$ cat config.mk
export PLATFORM = sky130hd
export DESIGN_NAME = unix_seconds_to_calendar_unit
export DESIGN_NICKNAME = d
export VERILOG_FILES = /design/src/hw/rtl/usc_pkg.sv /design/src/hw/rtl/unix_seconds_to_calendar_unit.sv
export SDC_FILE = /design/constraint.sdc
export NUM_CORES = 2
export LEC_CHECK = 0
export BUFFER_PORTS_ARGS = -buffer_cell sky130_fd_sc_hd__buf_4
export CORE_MARGIN = 1
export CORE_UTILIZATION = 50
export CTS_CLUSTER_SIZE = 28
export DETAILED_ROUTE_END_ITERATION = 6
export PLACE_DENSITY = 0.73
export SLEW_MARGIN = 20
export SYNTH_ARGS = -nofsm -noshare
export SYNTH_HDL_FRONTEND = slang
export SYNTH_SLANG_ARGS = --single-unit
$ cat constraint.sdc
create_clock -name clk -period 6.3 [get_ports clk]
set_input_delay 1.26 -clock clk [delete_from_list [all_inputs] [get_ports clk]]
set_output_delay 1.26 -clock clk [all_outputs]
set_load 0.02 [all_outputs]
$ cat src/hw/rtl/usc_pkg.sv
// ----------------------------------------------------------------------------
// usc_pkg
// Constants for the seconds-to-calendar pipeline: reciprocals for division
// by constants, century thresholds and the March-based month start table.
// ----------------------------------------------------------------------------
`default_nettype none

package usc_pkg;

	// days = floor((secs >> 7) / 675), exact over 25 bits
	localparam int unsigned    DAY_SHIFT   = 35;
	localparam logic [25:0]    DAY_RECIP   = 26'd50903317;
	localparam logic [9:0]     DAY_DIV_LO  = 10'd675;

	// day counts from the epoch at which the century index steps
	localparam logic [15:0]    CENT20_DAYS = 16'd11017;
	localparam logic [15:0]    CENT21_DAYS = 16'd47541;
	localparam logic [15:0]    N2_OFS19    = 16'd25508;
	localparam logic [11:0]    YEAR_BASE19 = 12'd1900;
	localparam logic [11:0]    YEAR_BASE20 = 12'd2000;
	localparam logic [11:0]    YEAR_BASE21 = 12'd2100;

	// weekday: epoch falls on a Thursday
	localparam logic [16:0]    WDAY_OFS      = 17'd3;
	localparam int unsigned    WDAY_SHIFT    = 19;
	localparam logic [16:0]    WDAY_RECIP    = 17'd74899;
	localparam logic [16:0]    DAYS_PER_WEEK = 17'd7;

	localparam int unsigned    HOUR_SHIFT    = 29;
	localparam logic [17:0]    HOUR_RECIP    = 18'd149131;
	localparam logic [16:0]    SECS_PER_HOUR = 17'd3600;

	localparam int unsigned    MIN_SHIFT    = 17;
	localparam logic [11:0]    MIN_RECIP    = 12'd2185;
	localparam logic [11:0]    SECS_PER_MIN = 12'd60;

	localparam int unsigned    Y4_SHIFT    = 28;
	localparam logic [17:0]    Y4_RECIP    = 18'd183735;
	localparam logic [17:0]    DAYS_PER_4Y = 18'd1461;

	localparam int unsigned    MONTHS     = 12;
	localparam logic [3:0]     MI_WRAP    = 4'd10;

	typedef logic [8:0] yday_t;

	// first day of each month counted from 1 March
	function automatic yday_t month_start(input logic [3:0] mi);
		yday_t s;
		unique case (mi)
			4'd0:    s = 9'd0;
			4'd1:    s = 9'd31;
			4'd2:    s = 9'd61;
			4'd3:    s = 9'd92;
			4'd4:    s = 9'd122;
			4'd5:    s = 9'd153;
			4'd6:    s = 9'd184;
			4'd7:    s = 9'd214;
			4'd8:    s = 9'd245;
			4'd9:    s = 9'd275;
			4'd10:   s = 9'd306;
			4'd11:   s = 9'd337;
			default: s = 9'd0;
		endcase
		return s;
	endfunction

endpackage

`default_nettype wire

$ cat src/hw/rtl/unix_seconds_to_calendar_unit.sv
// ----------------------------------------------------------------------------
// unix_seconds_to_calendar_unit
// Six-stage pipeline turning a 32-bit Unix seconds count into weekday,
// Gregorian date and time of day.
// ----------------------------------------------------------------------------
// done is v_s6: a beat taken on start moves through v_s1 to v_s6 in order.
// Throughput: one beat per cycle; busy is held low, the pipeline never stalls.
// Each stage holds a few constant multiplies or the month table search.
// Reset: arst_n clears the stage valid bits asynchronously; data regs unreset.
`default_nettype none

module unix_seconds_to_calendar_unit (
	input  wire logic        clk,
	input  wire logic        arst_n,
	input  wire logic        start,
	output logic             busy,
	input  wire logic [31:0] unix_seconds,
	output logic             done,
	output logic [2:0]       weekday,
	output logic [4:0]       day_of_month,
	output logic [3:0]       month_number,
	output logic [11:0]      year_number,
	output logic [4:0]       hour_of_day,
	output logic [5:0]       minute_of_hour,
	output logic [5:0]       second_of_minute
);

	logic        acc;
	logic        v_s1, v_s2, v_s3, v_s4, v_s5, v_s6;

	// stage 1
	logic [50:0] pday_s1;
	logic [24:0] x_s1;
	logic [6:0]  lo_s1;

	// stage 2
	logic [15:0] days_c;
	logic [25:0] dprod_c;
	logic [24:0] rsub_c;
	logic [15:0] days_s2;
	logic [16:0] tod_s2;

	// stage 3
	logic [15:0] n2_c;
	logic [11:0] yb_c;
	logic [16:0] wd3_c;
	logic [15:0] n2_s3;
	logic [11:0] yb_s3;
	logic [16:0] wd3_s3;
	logic [33:0] wprod_s3;
	logic [34:0] hprod_s3;
	logic [16:0] tod_s3;

	// stage 4
	logic [12:0] q7_c;
	logic [16:0] wsub_c;
	logic [4:0]  hour_c;
	logic [16:0] hsub_c;
	logic [35:0] yprod_s4;
	logic [15:0] n2_s4;
	logic [11:0] yb_s4;
	logic [2:0]  wday_s4;
	logic [4:0]  hour_s4;
	logic [11:0] remh_s4;

	// stage 5
	logic [6:0]  yr4_c;
	logic [17:0] y4d_c;
	logic [15:0] n3sub_c;
	logic [8:0]  n3_s5;
	logic [11:0] year_s5;
	logic [23:0] mprod_s5;
	logic [11:0] remh_s5;
	logic [2:0]  wday_s5;
	logic [4:0]  hour_s5;

	// stage 6
	logic [3:0]  mi_c;
	logic        wrap_c;
	logic [8:0]  msub_c;
	logic [5:0]  minute_c;
	logic [11:0] ssub_c;
	logic [2:0]  wday_s6;
	logic [4:0]  mday_s6;
	logic [3:0]  mon_s6;
	logic [11:0] year_s6;
	logic [4:0]  hour_s6;
	logic [5:0]  minute_s6;
	logic [5:0]  second_s6;

	assign busy = 1'b0;
	assign acc  = start & ~busy;

	always_ff @(posedge clk or negedge arst_n) begin
		if (!arst_n) begin
			v_s1 <= 1'b0;
			v_s2 <= 1'b0;
			v_s3 <= 1'b0;
			v_s4 <= 1'b0;
			v_s5 <= 1'b0;
			v_s6 <= 1'b0;
		end else begin
			v_s1 <= acc;
			v_s2 <= v_s1;
			v_s3 <= v_s2;
			v_s4 <= v_s3;
			v_s5 <= v_s4;
			v_s6 <= v_s5;
		end
	end

	// stage 2: whole days and seconds into the day
	always_comb begin
		days_c  = pday_s1[usc_pkg::DAY_SHIFT +: 16];
		dprod_c = 26'(days_c) * 26'(usc_pkg::DAY_DIV_LO);
		rsub_c  = x_s1 - dprod_c[24:0];
	end

	// stage 3: century select, weekday and hour products
	always_comb begin
		priority if (days_s2 >= usc_pkg::CENT21_DAYS) begin
			n2_c = days_s2 - usc_pkg::CENT21_DAYS;
			yb_c = usc_pkg::YEAR_BASE21;
		end else if (days_s2 >= usc_pkg::CENT20_DAYS) begin
			n2_c = days_s2 - usc_pkg::CENT20_DAYS;
			yb_c = usc_pkg::YEAR_BASE20;
		end else begin
			n2_c = days_s2 + usc_pkg::N2_OFS19;
			yb_c = usc_pkg::YEAR_BASE19;
		end
		wd3_c = 17'(days_s2) + usc_pkg::WDAY_OFS;
	end

	// stage 4: weekday and hour remainders
	always_comb begin
		q7_c   = wprod_s3[usc_pkg::WDAY_SHIFT +: 13];
		wsub_c = wd3_s3 - 17'(q7_c) * usc_pkg::DAYS_PER_WEEK;
		hour_c = hprod_s3[usc_pkg::HOUR_SHIFT +: 5];
		hsub_c = tod_s3 - 17'(hour_c) * usc_pkg::SECS_PER_HOUR;
	end

	// stage 5: 4-year cycle and day within the March-based year
	always_comb begin
		yr4_c   = yprod_s4[usc_pkg::Y4_SHIFT +: 7];
		y4d_c   = 18'(yr4_c) * usc_pkg::DAYS_PER_4Y;
		n3sub_c = n2_s4 - y4d_c[17:2];
	end

	// stage 6: month search, day of month, minute and second
	always_comb begin
		mi_c = '0;
		for (int k = 1; k < usc_pkg::MONTHS; k++) begin
			if (n3_s5 >= usc_pkg::month_start(4'(k)))
				mi_c = 4'(k);
		end
		wrap_c   = (mi_c >= usc_pkg::MI_WRAP);
		msub_c   = n3_s5 - usc_pkg::month_start(mi_c) + 9'd1;
		minute_c = mprod_s5[usc_pkg::MIN_SHIFT +: 6];
		ssub_c   = remh_s5 - 12'(minute_c) * usc_pkg::SECS_PER_MIN;
	end

	always_ff @(posedge clk) begin
		if (acc) begin
			pday_s1 <= 51'(unix_seconds[31:7]) * 51'(usc_pkg::DAY_RECIP);
			x_s1    <= unix_seconds[31:7];
			lo_s1   <= unix_seconds[6:0];
		end
		if (v_s1) begin
			days_s2 <= days_c;
			tod_s2  <= {rsub_c[9:0], lo_s1};
		end
		if (v_s2) begin
			n2_s3    <= n2_c;
			yb_s3    <= yb_c;
			wd3_s3   <= wd3_c;
			wprod_s3 <= 34'(wd3_c) * 34'(usc_pkg::WDAY_RECIP);
			hprod_s3 <= 35'(tod_s2) * 35'(usc_pkg::HOUR_RECIP);
			tod_s3   <= tod_s2;
		end
		if (v_s3) begin
			yprod_s4 <= 36'({n2_s3, 2'b11}) * 36'(usc_pkg::Y4_RECIP);
			n2_s4    <= n2_s3;
			yb_s4    <= yb_s3;
			wday_s4  <= wsub_c[2:0];
			hour_s4  <= hour_c;
			remh_s4  <= hsub_c[11:0];
		end
		if (v_s4) begin
			n3_s5    <= n3sub_c[8:0];
			year_s5  <= yb_s4 + 12'(yr4_c);
			mprod_s5 <= 24'(remh_s4) * 24'(usc_pkg::MIN_RECIP);
			remh_s5  <= remh_s4;
			wday_s5  <= wday_s4;
			hour_s5  <= hour_s4;
		end
		if (v_s5) begin
			wday_s6   <= wday_s5;
			mday_s6   <= msub_c[4:0];
			mon_s6    <= wrap_c ? (mi_c - 4'd9) : (mi_c + 4'd3);
			year_s6   <= year_s5 + 12'(wrap_c);
			hour_s6   <= hour_s5;
			minute_s6 <= minute_c;
			second_s6 <= ssub_c[5:0];
		end
	end

	assign done             = v_s6;
	assign weekday          = wday_s6;
	assign day_of_month     = mday_s6;
	assign month_number     = mon_s6;
	assign year_number      = year_s6;
	assign hour_of_day      = hour_s6;
	assign minute_of_hour   = minute_s6;
	assign second_of_minute = second_s6;

endmodule

`default_nettype wire

==> flow_summary.ini <==
[synthesis]
syn_nets = 4561
synthCells = 3250
synth-edff-count = 235
ys.warnings.count = 0
syn_area_um2 = 35350
yosysTopAreaCell = ha_1
synth_ff_type = edfxtp_1
synthDistinctLibCells = 81
synth_top_area_share_pct = 28.74
ys_ff_latch = 241
synthArstFlopShare_pct = 2.490
ys_top_cells_by_area = ha_1 (29%), fa_1 (26%), edfxtp_1 (20%)
yosysSeqAreaShare_pct = 20.39
avgSynthCellArea_um2 = 10.88

[timing]
whs_ps = 418.3
fin_crit_ps = 6426
hold_viol = 0
fin_ws_ps = -126.0
max_freq_mhz = 155.6
max_slew_margin_pct = 38.72
skew_ps = 19.98
max_slew.worst_pin.slew_ps = 919.2
slew_violations = 0
min_period_over_period_pct = 102.0
rsz0062_at_grt = yes
setup_viol_count_final = 5

[detailed_routing]
drc = 0
final_antenna_net_count = 0
avgViaCountPerCell = 5.033
first_pass_iters = 6
wl_per_cell_um = 15.93
routed_wirelength_mm = 71.76
first_iter_violations = 925
vias = 22670

[setup_path]
cp_num_buf_inv = 6
critPathLaunchType = input port
crit_path_max_incr_delay_ps = 540
critPathKind = input port to flip-flop
path_depth = 22
endpoint_kind = flip-flop
crit_start = unix_seconds[11]
crit_family = adder cells
crit_chain = buf_6, fa_1, inv_1, fa_1, inv_2, ha_4, fa_2, inv_1, fa_1, fa_2, inv_1, fa_2, ha_4, a21oi_4, o21ai_2, nor4_2, o31ai_2, a211oi_4, buf_4, o21ai_2, o41ai_2, xnor2_1
r2r_start = n2_s3[4]
critPathSlowestCell = fa_2
crit_required_ps = 6600
r2r_cells = 18
worstPathArrival_ps = 6730
cp_max_fo = 5

[grt]
grt_pass1_wl_mm = 118.5
antenna_found_initial = 0
grt.busiest_layer = met2
use_met2_pct = 37.73
grt_start_max_net_pins = 47
grt_util_all_layers_pct = 20.74
met3_usage_pct = 1.998
met1_usage_pct = 25.77
grt.overflow.total = 0
grt_pass1_vias = 24060

[clocking]
cts-buffers-inserted = 25
htree_levels = 1
clock_latency_ps = 550
cts-root-buf = clkbuf_16
cts_tree = built
cts_sinks = 241
path_clk_slew_ps = 60
cts.path.max_buffers = 3

[layout]
syn2layout_area_growth_pct = 13.46
num_antenna_cells = 0
drive_gt1_share_pct = 13.16
final_core_util_pct = 57.27
fin_nets = 4857
final_cells = 4504
design_area_um2 = 40100

[hold_path]
min_from = lo_s1[4]
hold_path_depth = 0
min_path_type = flip-flop to flip-flop

[place]
place_inst = 4450
routabilityCongestion = 0.9482
dp_hpwl_mm = 63.05
io_buffers = 76
place_area_um2 = 38790

[floorplanning]
dieHeight_um = 267.9
io_pins = 78
die_x_um = 267.9
core_area_um2 = 70030
dieArea_um2 = 71760
num_rows = 97
start_util_pct = 50.47

[run]
drv_cap = 0

[run_status]
violations = negative setup slack
status = complete, but fails checks
-- per-stage QoR --
stage	TNS [ps]	worst slack [ps]
after global placement	-9255	-697.8
final	-292.4	-126.0
after global routing	-2414	-309.9
after CTS	-521.0	-128.7
after detailed placement	-10480	-773.7
after floorplan	-2898	-353.4
-- flip-flops by register name (all words and copies together), names as in the netlist, 9 cells and up --
name         flops
pday_s1         18
days_s2         16
mprod_s5         9
n2_s3           16
tod_s2          17
n3_s5            9
tod_s3          11
remh_s4         12
year_number     12
n2_s4            9
year_s5         12
-- routing by layer --
metal,vias to the layer above,wire [um]
met3,133,2359
li1,11120,-
met2,425,36400
met1,10990,30570
met5,-,0
met4,0,2437
-- worst reg2reg max path: stages, from the launching register on --
cell       delay [ps]
edfxtp_1          520
ha_1              350
inv_1              50
fa_1              520
inv_1              80
fa_1              520
fa_1              520
fa_1              530
fa_1              500
ha_1              310
nand2_1           100
nor4_4            340
o2111ai_1         230
a311oi_2          370
a211oi_1          130
o31ai_2           290
a21oi_1           120
xnor2_1           130
buf_4             150
-- logic make-up after synthesis --
logic type	count (synthesis)	share of synthesized area [%]
buffers and inverters	929	9.915
AND/OR/NAND/NOR	289	4.117
multiplexers	6	0.1699
adder cells (fa/ha/maj)	1276	55.02
other	1	0.01061
flip-flops	241	20.39
XOR/XNOR	160	3.965
AO/OA/AOI/OAI	348	6.411
-- final timing paths --
check | end | slack [ps]
max in group asynchronous | v_s2 | 5600
max reg2reg | yprod_s4[34] | 310
min reg2reg | tod_s2[4] | 420
min in group asynchronous | v_s1 | 530
max | pday_s1[50] | -130
min | tod_s2[4] | 420
-- synthesized netlist by cell type, drive strengths merged, types with 16 or more instances --
library cell	count
o21ai	60
a21oi	121
nor3	20
nand4	20
xor2	47
xnor2	113
ha	812
nor2	70
nand2	70
fa	464
edfxtp	235
a21o	49
clkbuf	16
inv	905
nand3	33
nor2b	16
-- cell usage in the layout, fill, tap and decap left out, drive strengths merged, types with 7 or more instances in the layout --
cell type,count
a31oi,11
nand3,33
clkbuf,33
nand2b,13
nor2b,16
a21o,49
a21oi,121
o21a,10
ha,812
buf,293
o21bai,11
nand4,20
xnor2,113
xor2,47
inv,906
nor4,11
nand2,70
o31ai,7
and3,11
o21ai,60
edfxtp,235
a211oi,12
nor2,70
nor3,20
fa,464
o211ai,9
-- final cells by class --
| type | instances | area, um2 |
|---|---|---|
| inverter | 905 | 3400 |
| tap | 940 | 1176 |
| clock inverter | 12 | 136.4 |
| fill | 5778 | 29930 |
| sequential | 241 | 7211 |
| clock buffer | 33 | 695.7 |
| multi-input combinational | 2080 | 25230 |
| timing repair buffer | 293 | 2255 |
-- timing repair --
item / CTS / global route
gates cloned: 0 / 0
gates resized for setup: 35 / 60
pin swaps: 33 / 38
endpoints found under the hold margin: 0 / 0
setup endpoints to repair: 11 / 18
setup buffers: 2 / 7
hold buffers: 0 / 0
Power is left out: the tool's default activity adds up to more than one toggle a clock period on the data nets, which glitch-free logic cannot reach.
